==> src/hdl/power_collision_state_tracker_defines.svh <==
// assertion macros for the power collision state tracker
// used by the core; no other dependencies
`ifndef POWER_COLLISION_STATE_TRACKER_DEFINES_SVH
`define POWER_COLLISION_STATE_TRACKER_DEFINES_SVH

`ifndef ASSERT_OFF
`define PCT_ASSERT(lbl, clk_s, rst_s, prop, msg) \
  lbl: assert property (@(posedge clk_s) disable iff (!rst_s) prop) else $error(msg);
`define PCT_ASSERT_IMPL(lbl, clk_s, rst_s, ante, cons, msg) \
  lbl: assert property (@(posedge clk_s) disable iff (!rst_s) (ante) |-> (cons)) \
    else $error(msg);
`else
`define PCT_ASSERT(lbl, clk_s, rst_s, prop, msg)
`define PCT_ASSERT_IMPL(lbl, clk_s, rst_s, ante, cons, msg)
`endif

`endif

==> src/hdl/pct_pkg.sv <==
// shared types, codes and helpers for the power collision state tracker
// no dependencies
`default_nettype none

package pct_pkg;

  localparam int COUNT_WIDTH = 16;

  localparam logic [1:0] MODE_HIGH  = 2'd0;
  localparam logic [1:0] MODE_TRANS = 2'd1;
  localparam logic [1:0] MODE_LOW   = 2'd2;

  localparam logic [1:0] EV_NONE      = 2'd0;
  localparam logic [1:0] EV_COLLISION = 2'd1;
  localparam logic [1:0] EV_CLEAR     = 2'd2;

  localparam logic [1:0] CFG_THRESHOLD_A = 2'd0;
  localparam logic [1:0] CFG_THRESHOLD_B = 2'd1;
  localparam logic [1:0] CFG_RUN_LENGTH  = 2'd2;

  localparam logic [15:0] RUN_LENGTH_RST = 16'd64;

  typedef logic [COUNT_WIDTH-1:0] run_cnt_t;

  typedef struct packed {
    logic [1:0] event_res;
    logic [1:0] track_state;
    logic [7:0] collisions;
  } result_t;

  typedef struct packed {
    logic     hit;
    run_cnt_t cnt;
  } tick_t;

  // saturating run count step, hit when the run reaches run_length
  function automatic tick_t run_tick(input run_cnt_t cnt, input logic [15:0] run_len);
    tick_t t;
    t.cnt = (cnt == {COUNT_WIDTH{1'b1}}) ? cnt : run_cnt_t'(cnt + 1'b1);
    t.hit = (32'(t.cnt) == 32'(run_len));
    return t;
  endfunction

endpackage

`default_nettype wire

==> src/hdl/pct_core.sv <==
// tracking state and per-sample update for the power collision state tracker
// depends on pct_pkg and power_collision_state_tracker_defines.svh
`default_nettype none
`include "power_collision_state_tracker_defines.svh"

module pct_core
  import pct_pkg::*;
(
  input  wire logic               clk,
  input  wire logic               rst_n,
  input  wire logic               step,
  input  wire logic signed [15:0] power_db,
  input  wire logic               restart,
  input  wire logic signed [15:0] threshold_a,
  input  wire logic signed [15:0] threshold_b,
  input  wire logic [15:0]        run_length,
  output result_t                 res
);

  logic [1:0] mode_r, mode_nxt;
  run_cnt_t   level_run_r, level_run_nxt;
  run_cnt_t   coll_run_r, coll_run_nxt;
  logic [7:0] count_r, count_nxt;

  logic signed [15:0] thr_hi, thr_lo;
  logic [1:0]         ev;
  tick_t              t_lvl, t_col;

  assign thr_hi = (threshold_a > threshold_b) ? threshold_a : threshold_b;
  assign thr_lo = (threshold_a > threshold_b) ? threshold_b : threshold_a;

  always_comb begin
    mode_nxt      = mode_r;
    level_run_nxt = level_run_r;
    coll_run_nxt  = coll_run_r;
    count_nxt     = count_r;
    ev            = EV_NONE;

    if (restart && mode_r != MODE_HIGH) begin
      mode_nxt      = MODE_HIGH;
      level_run_nxt = '0;
      coll_run_nxt  = '0;
      count_nxt     = '0;
    end

    t_lvl = run_tick(level_run_nxt, run_length);
    t_col = run_tick(coll_run_nxt, run_length);

    case (mode_nxt)
      MODE_TRANS: begin
        if (power_db > thr_hi) begin
          if (t_col.hit) begin
            coll_run_nxt = '0;
            if (count_nxt != 8'hFF) count_nxt = count_nxt + 8'd1;
          end else begin
            coll_run_nxt = t_col.cnt;
          end
        end else begin
          coll_run_nxt = '0;
        end
        if (power_db < thr_lo) begin
          if (t_lvl.hit) begin
            mode_nxt      = MODE_LOW;
            level_run_nxt = '0;
          end else begin
            level_run_nxt = t_lvl.cnt;
          end
        end else begin
          level_run_nxt = '0;
        end
      end
      MODE_LOW: begin
        if (power_db > thr_lo) begin
          if (t_lvl.hit) begin
            level_run_nxt = '0;
            if (count_nxt != 8'd0) count_nxt = count_nxt - 8'd1;
            if (count_nxt == 8'd0) begin
              mode_nxt     = MODE_HIGH;
              coll_run_nxt = '0;
              ev           = EV_CLEAR;
            end
          end else begin
            level_run_nxt = t_lvl.cnt;
          end
        end else begin
          level_run_nxt = '0;
        end
      end
      default: begin
        mode_nxt = MODE_HIGH;
        if (power_db > thr_hi) begin
          if (t_lvl.hit) begin
            mode_nxt      = MODE_TRANS;
            level_run_nxt = '0;
            coll_run_nxt  = '0;
            count_nxt     = 8'd1;
            ev            = EV_COLLISION;
          end else begin
            level_run_nxt = t_lvl.cnt;
          end
        end else begin
          level_run_nxt = '0;
        end
      end
    endcase
  end

  assign res.event_res   = ev;
  assign res.track_state = mode_nxt;
  assign res.collisions  = count_nxt;

  always_ff @(posedge clk) begin
    if (!rst_n) begin
      mode_r      <= MODE_HIGH;
      level_run_r <= '0;
      coll_run_r  <= '0;
      count_r     <= '0;
    end else if (step) begin
      mode_r      <= mode_nxt;
      level_run_r <= level_run_nxt;
      coll_run_r  <= coll_run_nxt;
      count_r     <= count_nxt;
    end
  end

  `PCT_ASSERT_IMPL(a_high_no_count, clk, rst_n, mode_r == MODE_HIGH, count_r == 8'd0 && coll_run_r == '0, "count or collision run left over in HIGH")
  `PCT_ASSERT_IMPL(a_busy_has_count, clk, rst_n, mode_r != MODE_HIGH, count_r != 8'd0, "TRANS or LOW with zero collisions")
  `PCT_ASSERT_IMPL(a_coll_event, clk, rst_n, step && ev == EV_COLLISION, mode_nxt == MODE_TRANS && count_nxt == 8'd1 && (mode_r == MODE_HIGH || restart), "collision event with wrong state")
  `PCT_ASSERT_IMPL(a_clear_event, clk, rst_n, step && ev == EV_CLEAR, $past(1'b1) && mode_r == MODE_LOW && !restart && mode_nxt == MODE_HIGH, "clear event outside LOW")

endmodule

`default_nettype wire

==> src/hdl/power_collision_state_tracker.sv <==
// top level of the power collision state tracker: stream ports, config regs,
// input and result registers; depends on pct_pkg and pct_core
//
// channel   dir  handshake              payload
// in_       in   in_tvalid/in_tready    tdata power_db, tuser restart
// out_      out  out_tvalid/out_tready  tdata event_res, track_state, collisions
// cfg_      in   cfg_wr_en              cfg_index, cfg_wdata
//
// one sample per cycle unless the output stalls; input register then result register
// the update of mode, run counters and collision count is a registered feedback loop
// synchronous active-low reset returns to HIGH with counters cleared
// a stalled output holds; the input register still takes a sample while
// the result waits, then stalls
`default_nettype none

module power_collision_state_tracker
  import pct_pkg::*;
(
  input  wire logic        clk,
  input  wire logic        rst_n,
  input  wire logic        in_tvalid,
  output logic             in_tready,
  input  wire logic [15:0] in_tdata,   // [15:0] power_db
  input  wire logic        in_tuser,   // [0] restart
  output logic             out_tvalid,
  input  wire logic        out_tready,
  output logic [15:0]      out_tdata,  // [1:0] event_res, [3:2] track_state, [11:4] collisions
  input  wire logic        cfg_wr_en,
  input  wire logic [1:0]  cfg_index,
  input  wire logic [15:0] cfg_wdata
);

  logic signed [15:0] thr_a_r, thr_b_r;
  logic [15:0]        run_len_r;

  logic               s1_v_r;
  logic signed [15:0] s1_power_r;
  logic               s1_restart_r;
  logic               out_v_r;
  result_t            out_res_r;
  result_t            res;
  logic               s2_free, step;

  assign s2_free   = !out_v_r || out_tready;
  assign step      = s1_v_r && s2_free;
  assign in_tready = !s1_v_r || s2_free;

  always_ff @(posedge clk) begin
    if (!rst_n) begin
      thr_a_r   <= '0;
      thr_b_r   <= '0;
      run_len_r <= RUN_LENGTH_RST;
    end else if (cfg_wr_en) begin
      case (cfg_index)
        CFG_THRESHOLD_A: thr_a_r   <= cfg_wdata;
        CFG_THRESHOLD_B: thr_b_r   <= cfg_wdata;
        CFG_RUN_LENGTH:  run_len_r <= cfg_wdata;
        default: ;
      endcase
    end
  end

  always_ff @(posedge clk) begin
    if (!rst_n) begin
      s1_v_r <= 1'b0;
    end else if (in_tready) begin
      s1_v_r <= in_tvalid;
    end
  end

  always_ff @(posedge clk) begin
    if (in_tready && in_tvalid) begin
      s1_power_r   <= in_tdata;
      s1_restart_r <= in_tuser;
    end
  end

  pct_core u_core (
    .clk         (clk),
    .rst_n       (rst_n),
    .step        (step),
    .power_db    (s1_power_r),
    .restart     (s1_restart_r),
    .threshold_a (thr_a_r),
    .threshold_b (thr_b_r),
    .run_length  (run_len_r),
    .res         (res)
  );

  always_ff @(posedge clk) begin
    if (!rst_n) begin
      out_v_r <= 1'b0;
    end else if (s2_free) begin
      out_v_r <= s1_v_r;
    end
  end

  always_ff @(posedge clk) begin
    if (step) begin
      out_res_r <= res;
    end
  end

  assign out_tvalid = out_v_r;
  assign out_tdata  = {4'b0, out_res_r.collisions, out_res_r.track_state, out_res_r.event_res};

endmodule

`default_nettype wire
==> config.mk <==
export PLATFORM = sky130hd
export DESIGN_NAME = power_collision_state_tracker
export DESIGN_NICKNAME = d
export VERILOG_FILES = /design/src/hdl/pct_pkg.sv /design/src/hdl/pct_core.sv /design/src/hdl/power_collision_state_tracker.sv
export VERILOG_INCLUDE_DIRS = /design/src /design/src/hdl
export SDC_FILE = /design/constraint.sdc
export NUM_CORES = 1
export LEC_CHECK = 0
export ABC_AREA = 1
export CORE_ASPECT_RATIO = 1.1
export CORE_MARGIN = 10
export CORE_UTILIZATION = 40
export CTS_CLUSTER_SIZE = 8
export DETAILED_ROUTE_END_ITERATION = 8
export DONT_BUFFER_PORTS = 1
export PLACE_DENSITY = 0.64
export SLEW_MARGIN = 20
export SYNTH_ARGS = -nofsm -noshare
export SYNTH_HDL_FRONTEND = slang
export SYNTH_SLANG_ARGS = --single-unit
==> constraint.sdc <==
create_clock -name clk -period 12.2 [get_ports clk]
set_input_delay 2.44 -clock clk [delete_from_list [all_inputs] [get_ports clk]]
set_output_delay 2.44 -clock clk [all_outputs]
set_load 0.01 [all_outputs]
======== Word level (Yosys, flattened, before mapping) ========
Cells that the tools add are included.
word-level totals
  register bits ........................... 121
  input port bits ......................... 40
  output and inout bits ................... 18
  logic and storage cells ................. 90
cells by class
  add/subtract/negate cells ............... 4
  reduce and logical (&&, ||, !) cells .... 14
  equality and inequality tests ........... 9
  magnitude comparators ................... 4
  multiplexer cells ....................... 45
operators by type and width
  kind                   count
  $mux 16                17
  $mux 8                 12
  $pmux 16 s2            2
  $gt 16x16->1           3
  $add 16x1->16 const B  2
  $eq 16x16->1           2
  $eq 16x16->1 const B   2
  $mux 2                 10
  $lt 16x16->1           1
  $pmux 8 s2             1
  $add 8x1->8 const B    1
  $logic_not 8->1        1
  $ne 8x8->1 const B     1
  $pmux 2 s2             2
  $reduce_bool 8->1      1
  $sub 8x1->8 const B    1
  $reduce_and 2->1       3
  $eq 2x1->1 const B     2
  $eq 2x2->1 const B     2
  $logic_and 1x1->1      3
  $logic_not 1->1        2
  $logic_not 2->1        1
  $logic_or 1x1->1       2
  $reduce_bool 2->1      1
  $mux 1                 1

======== Longest topological paths before layout ========
Gate-level depths: netlist of run 1.
  depth in word-level cells ............... 14
  mapped depth ............................ 34
  mapped depth without buffers ............ 33

======== By module ========
A second synthesis of run 1 with hierarchy kept.
unflattened totals
  cells, all modules ...................... 1561
  area total of the unflattened synthesis .. 9708.1 sq um
by module, submodules not included
  module                         cells an instance  area an instance (sq um)  sequential area each (sq um)  instances
  pct_core                       1205               6627.6                    840.8                         1
  power_collision_state_tracker  356                3080.5                    1871.8                        1

======== Least setup slack after synthesis of run 1 ========
No wires, ideal clock.
  path kind ............................... in2out
  start ................................... input out_tready
  end ..................................... output in_tready
  buffers on the path ..................... 0
  arrival time ............................ 2624 ps
  required time ........................... 9760 ps
  cell stages on the path ................. 2
  slack ................................... 7136 ps
  cells stage by stage .................... inv_1 nand3_1
on the way
  word-level cells in the longest chain between the ends .. 2
RTL lines
  item              RTL line                             source
  start, declared   power_collision_state_tracker.sv:26  input wire logic out_tready,
  $logic_or 1x1->1  power_collision_state_tracker.sv:44  assign s2_free = !out_v_r || out_tready;
  $logic_or 1x1->1  power_collision_state_tracker.sv:46  assign in_tready = !s1_v_r || s2_free;
  end, declared     power_collision_state_tracker.sv:22  output logic in_tready,
No other way between the ends.

======== Final worst setup path of run 1 ========
  start ................................... register thr_b_r[3]
  end ..................................... register u_core.coll_run_r[14]
on the way
  word-level cells in the longest chain between the ends .. 5
  elaborated cells between the ends (all ways) .. 9
  those cells by class .................... order compare: 3; mux: 6
RTL lines
  item                                    RTL line                                        source
  start, declared                         power_collision_state_tracker.sv:33             logic signed [15:0] thr_a_r, thr_b_r;
  start signal, assigned                  power_collision_state_tracker.sv:56             CFG_THRESHOLD_B: thr_b_r <= cfg_wdata;
  $gt 16x16->1                            pct_core.sv:29, pct_core.sv:30
  $mux 16, on equally long branches       pct_core.sv:29, pct_core.sv:30
  $gt 16x16->1, on equally long branches  pct_core.sv:51, pct_core.sv:91, pct_core.sv:73
  $mux 16, on equally long branches       pct_core.sv:91, pct_core.sv:51, pct_core.sv:73
  $pmux 16 s2 (*)                         pct_core.sv:49                                  case (mode_nxt)
  end signal, assigned                    pct_core.sv:121                                 coll_run_r <= coll_run_nxt;
  end, declared                           pct_core.sv:22                                  run_cnt_t coll_run_r, coll_run_nxt;
Every way passes the cells marked *; elsewhere a longest branch is shown, timed or not.
A chain may end at the register's enable or synchronous reset.

==> results.sh, run 1 <==
export IMPL_period_needed_ps=5308
export IMPL_setup_slack_ps=6892
export IMPL_postCtsHoldBufs=0
export IMPL_rsz0062_at_grt="false"
export IMPL_viasPerCell=5.346
export IMPL_cp_max_fo=64
export IMPL_ys_ff_latch=121
export IMPL_r2r_end="u_core.coll_run_r[14]"
export IMPL_finalClockSkew_ps=14.48
export IMPL_cts_buffers=17
export IMPL_post_cts_buffers=0
export IMPL_r2r_start="thr_b_r[3]"
export IMPL_die_w_um=163.7
export IMPL_clockRootBuffer="clkbuf_16"
export IMPL_tightest_slew_ps=948.0
export IMPL_final_common_cell="nand2_1"
export IMPL_postSynthAreaPerCell_um2=6.462
export IMPL_num_fill_cells=2374
export IMPL_synth_edff_count=29
export IMPL_grt_max_degree=65
export IMPL_htree_levels=4
export IMPL_slowest_stage="buf_4"
export IMPL_syn_cell_area_um2=9085
export IMPL_first_global_vias=8330
export IMPL_drt_total_wl_um=27390
export IMPL_overflow=0
export IMPL_dieArea_um2=29150
export IMPL_period_share=0.4351
export IMPL_drive_above_1_share=0.05252
export IMPL_min_path_type="flop to flop"
export IMPL_max_stage_delay_ps=460
export IMPL_track_usage=0.1871
export IMPL_end_kind="flop"
export IMPL_final_cell_mix="nand2_1 (392), inv_1 (147), nand3_1 (145), nor2_1 (138), a21oi_1 (131)"
export IMPL_critPathTopFamily="simple AND/OR/NAND/NOR gates"
export IMPL_pin_count=58
export IMPL_holdPathEnd="u_core.level_run_r[15]"
export IMPL_vias=9013
export IMPL_antenna_found_initial=1
export IMPL_drc=0
export IMPL_cts_sinks=121
export IMPL_grt_pass1_wl_um=43860
export IMPL_final_nets=1472
export IMPL_portBuffers=0
export IMPL_cp_data_required_time_ps=12470
export IMPL_place_congestion=0.9766
export IMPL_synth_warnings=0
export IMPL_arrival_ps=5570
export IMPL_die_h_um=178.1
export IMPL_cts_resized=0
export IMPL_async_flop_share=0
export IMPL_leakage_nw=4.585
export IMPL_synth_cells=1406
export IMPL_run_status="complete, no violations"
export IMPL_fin_setup_tns_ps=0
export IMPL_start_util=0.4083
export IMPL_power_density_nw_per_um2=134.9
export IMPL_cp_start_kind="flop"
export IMPL_whs_path_depth=2
export IMPL_synthDistinctLibCells=48
export IMPL_avgRoutedWirePerCell_um=16.24
export IMPL_cts_clk_slew_worst_paths_ps=60
export IMPL_core_um2=22250
export IMPL_crit_type="flop to flop"
export IMPL_ys_flop_type="dfxtp_1"
export IMPL_synth_area_leaders="dfxtp_1 (20%), nand2_1 (16%), edfxtp_1 (9.6%)"
export IMPL_drv_cap=0
export IMPL_relSlewSlack=0.3665
export IMPL_path_buf_inv=4
export IMPL_syn_to_final_growth_pct=8.553
export IMPL_cts_tree="yes"
export IMPL_hold_viol=0
export IMPL_dp_slack_ps=6844
export IMPL_irDropWorstVdd_mv=0.1012
export IMPL_drv_slew=0
export IMPL_hold_start="u_core.level_run_r[15]"
export IMPL_fmax_mhz=188.4
export IMPL_yosysTopAreaCell="dfxtp_1"
export IMPL_clkLatencyLatePin_ps=430
export IMPL_dpl_hpwl_um=20990
export IMPL_final_antenna_net_count=0
export IMPL_rr_worst_depth=27
export IMPL_finalSetupViolCount=0
export IMPL_crit_top_cell="nand2_1"
export IMPL_dr_pass1_iters=6
export IMPL_ys_seq_area_frac=0.2986
export IMPL_clk_path_buf_depth=2
export IMPL_yosys_area_top_type_share=0.2027
export IMPL_row_count=57
export IMPL_r2r_slack_ps=6890
export IMPL_whs_ps=468.2
export IMPL_dr_first_iter_drc_count=585
==> metal layers <==
metal  wire length (um)  vias to the layer above  share of wire  GRT usage
li1                   -                     4605              -          -
met1              12400                     4121           0.45     0.2420
met2              12500                      247           0.46     0.3066
met3               1842                       40          0.067    0.03482
met4                643                        0          0.023    0.06259
met5                  0                        -              0          0
==> flip-flops by register name, summed over array words and instances, names as in the netlist <==
| signal | count |
|---|---|
| s1_restart_r | 1 |
| s1_v_r | 1 |
| u_core.count_r | 8 |
| out_tvalid | 1 |
| thr_a_r | 16 |
| thr_b_r | 16 |
| run_len_r | 16 |
| out_tdata | 12 |
| s1_power_r | 16 |
| u_core.level_run_r | 16 |
| u_core.coll_run_r | 16 |
| u_core.mode_r | 2 |
==> per-stage QoR <==
stage | std cells | utilization | area [um2] | power (W)
CTS | 1685 | 0.4431 | 9859 | 0.001335
global route | 1685 | 0.4431 | 9859 | 0.001401
detailed placement | 1653 | 0.4135 | 9201 | 0.0007608
floorplan | 1409 | - | 9096 | 0.0006974
global placement | 1653 | 0.4135 | 9201 | 0.0007576
finish | 1686 | 0.4432 | 9862 | 0.001330
==> cells in the mapped netlist, drive strengths merged (27+ instances only) <==
cell and count:
ha 55, clkbuf 31, nand4 48, edfxtp 29, nand2 397, buf 27, o21ai 82, a21oi 132
nor2 150, inv 151, nand3 156, dfxtp 92
==> layout make-up <==
class,instances,area (um2),share of cell area
timing repair buffer,7,52.55,0.005329
antenna,1,2.502,0.0002537
clock buffer,19,442.9,0.04491
sequential,121,2713,0.2751
multi-input combinational,1075,5485,0.5562
tap,295,369.1,0.03743
inverter,155,581.8,0.05900
clock inverter,13,215.2,0.02182
==> worst register-to-register path: stages, from the launching register on <==
cell	delay, ps
dfxtp_1	300
inv_1	70
ha_1	290
nand2_1	80
inv_1	50
a221oi_1	400
o221ai_1	240
nand2_1	100
o2111ai_1	110
xnor2_1	140
nand2_1	60
buf_4	460
a21oi_1	150
ha_1	350
nand2_1	90
nor4_1	430
o21ai_0	210
nand2_1	110
xnor2_1	250
nand2_1	170
clkinv_1	230
nand4_1	140
nand2_1	160
nand2_2	240
nand2_1	140
nand2_1	60
nand2_1	60
a21oi_1	60
==> worst max-delay path by stage <==
stage	startpoint	depth (start not counted)	slack (ps)	end
2_1_floorplan	out_tready	2	7140	in_tready
3_3_place_gp	thr_b_r[3]	27	6910	u_core.coll_run_r[9]
3_5_place_dp	thr_b_r[3]	27	6840	u_core.coll_run_r[14]
4_1_cts	thr_b_r[3]	27	6820	u_core.coll_run_r[14]
5_1_grt	thr_b_r[1]	27	6350	u_core.coll_run_r[4]
6_report	thr_b_r[3]	27	6890	u_core.coll_run_r[14]
==> where the power goes <==
| part | total [W] | switching, W | leakage (nW) | internal [W] |
|---|---|---|---|---|
| Sequential | 0.000443 | 0.0000137 | 1.03 | 0.000429 |
| Combinational | 0.000313 | 0.000216 | 3.24 | 0.0000969 |
| Clock | 0.000575 | 0.000204 | 0.319 | 0.000371 |
==> cells by family after synthesis <==
logic type | after synthesis | synth area share
and+or+nand+nor | 770 | 0.3774
AOI/OAI and AO/OA | 227 | 0.1299
buffers and inverters | 213 | 0.09971
DFF | 121 | 0.2986
adders and majority gates | 55 | 0.07575
xor gates and xnor gates | 19 | 0.01832
other | 1 | 0.0004128
No activity file was read; power rests on OpenSTA's default activity.
==> run 2: changes to the inputs <==
Settings changed: PLACE_DENSITY 0.64 to 0.66.
Clock period 12.2 ns to 4.8 ns, I/O delays scaled along.
==> run 2 against run 1 <==
Against the previous run: maximum frequency is 20% higher; count of clock-buffer cells in the layout is 1 higher; largest cell class unchanged; clock skew is 2.7 ps lower; sequential power grew to 2.6 times the previous value; sequential cell count stayed put; largest power group unchanged; critical path depth stayed put; cell count is 0.77% higher; power grew to 2.6 times the previous value.
==> results.sh, run 2 (same netlist as run 1, synthesis figures left out) <==
export IMPL_fmax_mhz=226.8
export IMPL_dp_slack_ps=308.9
export IMPL_arrival_ps=4600
export IMPL_overflow=0
export IMPL_run_status="complete, no violations"
export IMPL_core_um2=22250
export IMPL_period_share=0.9187
export IMPL_drv_cap=0
export IMPL_holdPathEnd="u_core.level_run_r[14]"
export IMPL_min_path_type="flop to flop"
export IMPL_tightest_slew_ps=902.2
export IMPL_r2r_start="thr_b_r[3]"
export IMPL_irDropWorstVdd_mv=0.2143
export IMPL_use_met2=0.3248
export IMPL_final_cell_mix="nand2_1 (392), nand3_1 (145), inv_1 (145), nor2_1 (138), a21oi_1 (129)"
export IMPL_drive_above_1_share=0.06695
export IMPL_final_antenna_net_count=0
export IMPL_r2r_slack_ps=390
export IMPL_finalClockSkew_ps=11.83
export IMPL_dpl_hpwl_um=21600
export IMPL_portBuffers=0
export IMPL_htree_levels=4
export IMPL_dr_first_iter_drc_count=594
export IMPL_clk_path_buf_depth=2
export IMPL_clkLatencyLatePin_ps=430
export IMPL_max_stage_delay_ps=370
export IMPL_globalRouteMet1Util=0.2409
export IMPL_cts_sinks=121
export IMPL_pin_count=58
export IMPL_whs_path_depth=2
export IMPL_end_kind="flop"
export IMPL_r2r_end="out_tdata[4]"
export IMPL_place_congestion=0.9762
export IMPL_hold_viol=0
export IMPL_power_density_nw_per_um2=341.7
export IMPL_drt_total_wl_um=28360
export IMPL_drv_slew=0
export IMPL_crit_type="flop to flop"
export IMPL_cp_start_kind="flop"
export IMPL_grt_busiest_layer="met2"
export IMPL_leakage_nw=4.652
export IMPL_antenna_found_initial=1
export IMPL_grt_pass1_wl_um=45110
export IMPL_final_nets=1486
export IMPL_setup_slack_ps=390.3
export IMPL_die_w_um=163.7
export IMPL_num_antenna_cells=0
export IMPL_cts_tree="yes"
export IMPL_avgRoutedWirePerCell_um=16.69
export IMPL_cp_max_fo=32
export IMPL_hold_start="u_core.level_run_r[14]"
export IMPL_finalSetupViolCount=0
export IMPL_relSlewSlack=0.3979
export IMPL_row_count=57
export IMPL_period_needed_ps=4410
export IMPL_die_h_um=178.1
export IMPL_cts_buffers=17
export IMPL_postCtsHoldBufs=0
export IMPL_dieArea_um2=29150
export IMPL_cp_data_required_time_ps=4990
export IMPL_vias=9042
export IMPL_crit_top_cell="nand2_1"
export IMPL_track_usage=0.1950
export IMPL_critPathLaunch="thr_b_r[3]"
export IMPL_dr_pass1_iters=5
export IMPL_clockRootBuffer="clkbuf_16"
export IMPL_rr_worst_depth=27
export IMPL_first_global_vias=8418
export IMPL_start_util=0.4083
export IMPL_final_common_cell="nand2_1"
export IMPL_grt_max_degree=53
export IMPL_slowest_stage="ha_1"
export IMPL_drc=0
export IMPL_cts_clk_slew_worst_paths_ps=70
export IMPL_syn_to_final_growth_pct=10.16
export IMPL_met3_usage=0.04911
export IMPL_final_core_util=0.4498
export IMPL_viasPerCell=5.322
run 2: cell types whose count changed in the layout (fill, tap and decap cells not counted), sizes merged:
cell      previous run  this run
buf                  7        21
clkinvlp             1         2
clkinv               8         9
diode                1         0
bufinv               5         2
clkbuf              19        20
run 2: how the worst max path moves through the flow:
stage,slack [ps],cells past startpoint,endpoint
global placement,350,25,u_core.level_run_r[2]
global route,-10,30,u_core.count_r[4]
detailed placement,310,27,u_core.coll_run_r[8]
CTS,290,27,u_core.coll_run_r[8]
finish,390,27,out_tdata[4]
floorplan,710,28,u_core.coll_run_r[8]
run 2: critical path, delay by kind of cell, from the launching register on:
family | cells | cell delay [ps]
AO/OA/AOI/OAI | 7 | 1020
XOR/XNOR | 2 | 460
adder cells (fa/ha/maj) | 2 | 680
buffers and inverters | 6 | 600
flip-flops | 1 | 300
AND/OR/NAND/NOR | 10 | 1100
run 2: metrics by stage:
stage	hold WS, ps	instance area (um2)	cells	total power, W	setup TNS (ps)
after floorplan	445.3	9096	1409	0.001773	0
after global placement	453.6	9289	1663	0.001961	0
after detailed placement	463.2	9289	1663	0.001969	0
after CTS	472.7	9920	1695	0.003356	0
after global routing	498.0	10010	1699	0.003617	-9.956
final	470.6	10010	1699	0.003420	0
run 2: area by class of cell:
| type | count | area [um2] |
|---|---|---|
| fill | 2340 | 12240 |
| multi-input combinational | 1075 | 5524 |
| sequential | 121 | 2713 |
| inverter | 155 | 585.6 |
| clock buffer | 20 | 479.2 |
| tap | 295 | 369.1 |
| timing repair buffer | 21 | 186.4 |
| clock inverter | 12 | 151.4 |
run 2: metal layers:
metal / part of all wire / routed length (um)
met1: 0.44 / 12410
met2: 0.48 / 13540
met3: 0.059 / 1686
met4: 0.025 / 709
met5: 0.00046 / 13
run 2: repair_timing:
action,CTS,global route
gates resized for setup,0,11
buffers inserted,0,4
endpoints found under the hold margin,0,0
setup endpoints to repair,0,50
run 2: power breakdown:
| group | total, W | internal, W | switching [W] |
|---|---|---|---|
| Sequential | 0.00113 | 0.00109 | 0.0000354 |
| Combinational | 0.000908 | 0.000322 | 0.000586 |
| Clock | 0.00139 | 0.000842 | 0.000544 |
| Total | 0.00342 | 0.00225 | 0.00117 |
==> run 3: changes to the inputs <==
Settings changed: CORE_MARGIN 10 to 5, MAX_ROUTING_LAYER from default to met4.
Clock period 4.8 ns to 3.6 ns, I/O delays scaled along.
==> run 3 against run 2 <==
Against the previous run: the flow now finishes with violations (setup timing); first-iteration DRC count grew 61%; design area grew 12%; via count grew 8.2%; combinational power grew 95%; core utilization grew 5.5 points; highest routed layer is now met4.
==> results.sh, run 3 (same netlist as run 1, synthesis figures left out) <==
export IMPL_crit_type="flop to flop"
export IMPL_max_stage_delay_ps=320
export IMPL_period_share=1.152
export IMPL_r2r_start="thr_b_r[1]"
export IMPL_arrival_ps=4520
export IMPL_clkLatencyLatePin_ps=430
export IMPL_period_needed_ps=4148
export IMPL_postCtsHoldBufs=0
export IMPL_dpl_hpwl_um=21700
export IMPL_viasPerCell=5.475
export IMPL_globalRouteMet1Util=0.2871
export IMPL_htree_levels=4
export IMPL_track_usage=0.2286
export IMPL_dpl_instance_area_um2=9990
export IMPL_critPathLaunch="thr_b_r[1]"
export IMPL_whs_ps=379.6
export IMPL_hold_viol=0
export IMPL_die_w_um=153.7
export IMPL_overflow=0
export IMPL_min_path_type="input pin to flop"
export IMPL_tightest_slew_ps=978.5
export IMPL_irDropWorstVdd_mv=0.3319
export IMPL_run_status="finished with violations"
export IMPL_final_antenna_net_count=0
export IMPL_violations="setup timing"
export IMPL_drv_cap=0
export IMPL_p_sw_frac=0.3370
export IMPL_p_sw_w=0.001716
export IMPL_final_nets=1574
export IMPL_final_cell_mix="nand2_1 (368), inv_1 (140), nand3_1 (138), nor2_1 (129), a21oi_1 (108)"
export IMPL_rsz0062_at_grt="true"
export IMPL_num_fill_cells=2229
export IMPL_clockRootBuffer="clkbuf_16"
export IMPL_clk_path_buf_depth=2
export IMPL_slowest_stage="dfxtp_2"
export IMPL_use_met2=0.3679
export IMPL_met3_usage=0.04365
export IMPL_setup_slack_ps=-547.5
export IMPL_cp_data_required_time_ps=3970
export IMPL_cts_clk_slew_worst_paths_ps=60
export IMPL_num_antenna_cells=0
export IMPL_portBuffers=0
export IMPL_fin_area_um2=11240
export IMPL_final_common_cell="nand2_1"
export IMPL_whs_path_depth=0
export IMPL_drive_above_1_share=0.1850
export IMPL_relSlewSlack=0.3469
export IMPL_drt_total_wl_um=29750
export IMPL_combPwrFrac=0.348
export IMPL_fmax_mhz=241.1
export IMPL_grt_max_degree=53
export IMPL_crit_top_cell="a21oi_2"
export IMPL_cts_sinks=121
export IMPL_drv_slew=0
export IMPL_rr_worst_depth=27
export IMPL_pin_count=58
export IMPL_hold_start="in_tdata[15]"
export IMPL_antenna_found_initial=0
export IMPL_power_density_nw_per_um2=453.0
export IMPL_die_h_um=168.1
export IMPL_dr_pass1_iters=5
export IMPL_intPower_w=0.003376
export IMPL_grt_busiest_layer="met2"
export IMPL_row_count=57
export IMPL_grt_pass1_wl_um=46640
export IMPL_drc=0
export IMPL_finalClockSkew_ps=9.306
export IMPL_syn_to_final_growth_pct=23.73
export IMPL_avgRoutedWirePerCell_um=16.65
export IMPL_cts_tree="yes"
export IMPL_cp_start_kind="flop"
export IMPL_cp_max_fo=16
export IMPL_p_clk_frac=0.358
export IMPL_leakage_nw=5.194
export IMPL_cts_buffers=17
export IMPL_vias=9783
export IMPL_core_um2=22250
export IMPL_dr_first_iter_drc_count=959
export IMPL_dp_slack_ps=-501.8
export IMPL_place_congestion=0.9505
export IMPL_r2r_slack_ps=-550
export IMPL_start_util=0.4083
export IMPL_first_global_vias=9052
export IMPL_dieArea_um2=25830
export IMPL_end_kind="flop"
export IMPL_finalSetupViolCount=54
export IMPL_p_seq_frac=0.294
==> run 3: changes by cell type in the layout (fill, tap and decap cells not counted), moves of 11 or more <==
| cell | change |
|---|---|
| a21oi_1 | -21 |
| a21oi_2 | +21 |
| buf_4 | +70 |
| nand2_1 | -24 |
| nand2_2 | +22 |
| o21ai_0 | -11 |
==> run 3: worst paths after layout <==
check / endpoint
worst max-delay path: u_core.level_run_r[11]
worst min-delay path: s1_power_r[15]
worst max register to register: u_core.level_run_r[11]
worst min register to register: u_core.coll_run_r[15]
==> run 3: timing repair <==
item                                    in CTS  in global routing
endpoints found under the setup margin      54                 54
pin swaps                                    5                 18
gates cloned                                 0                  7
setup buffers                                1                 11
gates resized for setup                     17                 95
==> run 3: through the flow <==
step | TNS (ps) | cells | utilization | power (W)
after floorplan | -1393 | 1409 | - | 0.002446
after global placement | -18080 | 1736 | 0.4489 | 0.002841
after detailed placement | -22410 | 1736 | 0.4489 | 0.002857
after CTS | -16260 | 1769 | 0.4802 | 0.004718
after global routing | -37670 | 1787 | 0.5052 | 0.005341
final | -25380 | 1787 | 0.5052 | 0.005092
==> run 3: cell type report <==
cell class                      instances  area, um2  share of cell area
Tap cell                              295      369.1             0.03284
Timing Repair Buffer                  107       1005             0.08938
Sequential cell                       121       2720              0.2420
Inverter                              155      594.3             0.05287
Timing Repair inverter                  1      5.005           0.0004452
Clock inverter                         11      143.9             0.01280
Clock buffer                           21      480.5             0.04274
Multi-Input combinational cell       1076       5923              0.5269
==> run 3: worst max-delay path, delay by kind of cell (launching register included) <==
family | cells | cell delay, ps
xor gates and xnor gates | 2 | 380
DFF | 1 | 320
adders and majority gates | 2 | 530
AOI/OAI and AO/OA | 10 | 1310
buffers and inverters | 5 | 560
and+or+nand+nor | 8 | 980
==> run 3: power by group through the flow <==
stage	Sequential, W	Clock, W	Combinational, W
detailed placement	0.00153	0	0.00133
finish	0.00150	0.00182	0.00177
CTS	0.00150	0.00184	0.00138
global placement	0.00153	0	0.00132
floorplan	0.00151	0	0.000933
global route	0.00150	0.00190	0.00193
==> run 3: metal layers <==
| layer | up-vias | routed length, um |
|---|---|---|
| met2 | 387 | 14030 |
| met1 | 4517 | 12720 |
| met4 | 0 | 939 |
| met3 | 66 | 2068 |
| met5 | - | 0 |
| li1 | 4813 | - |
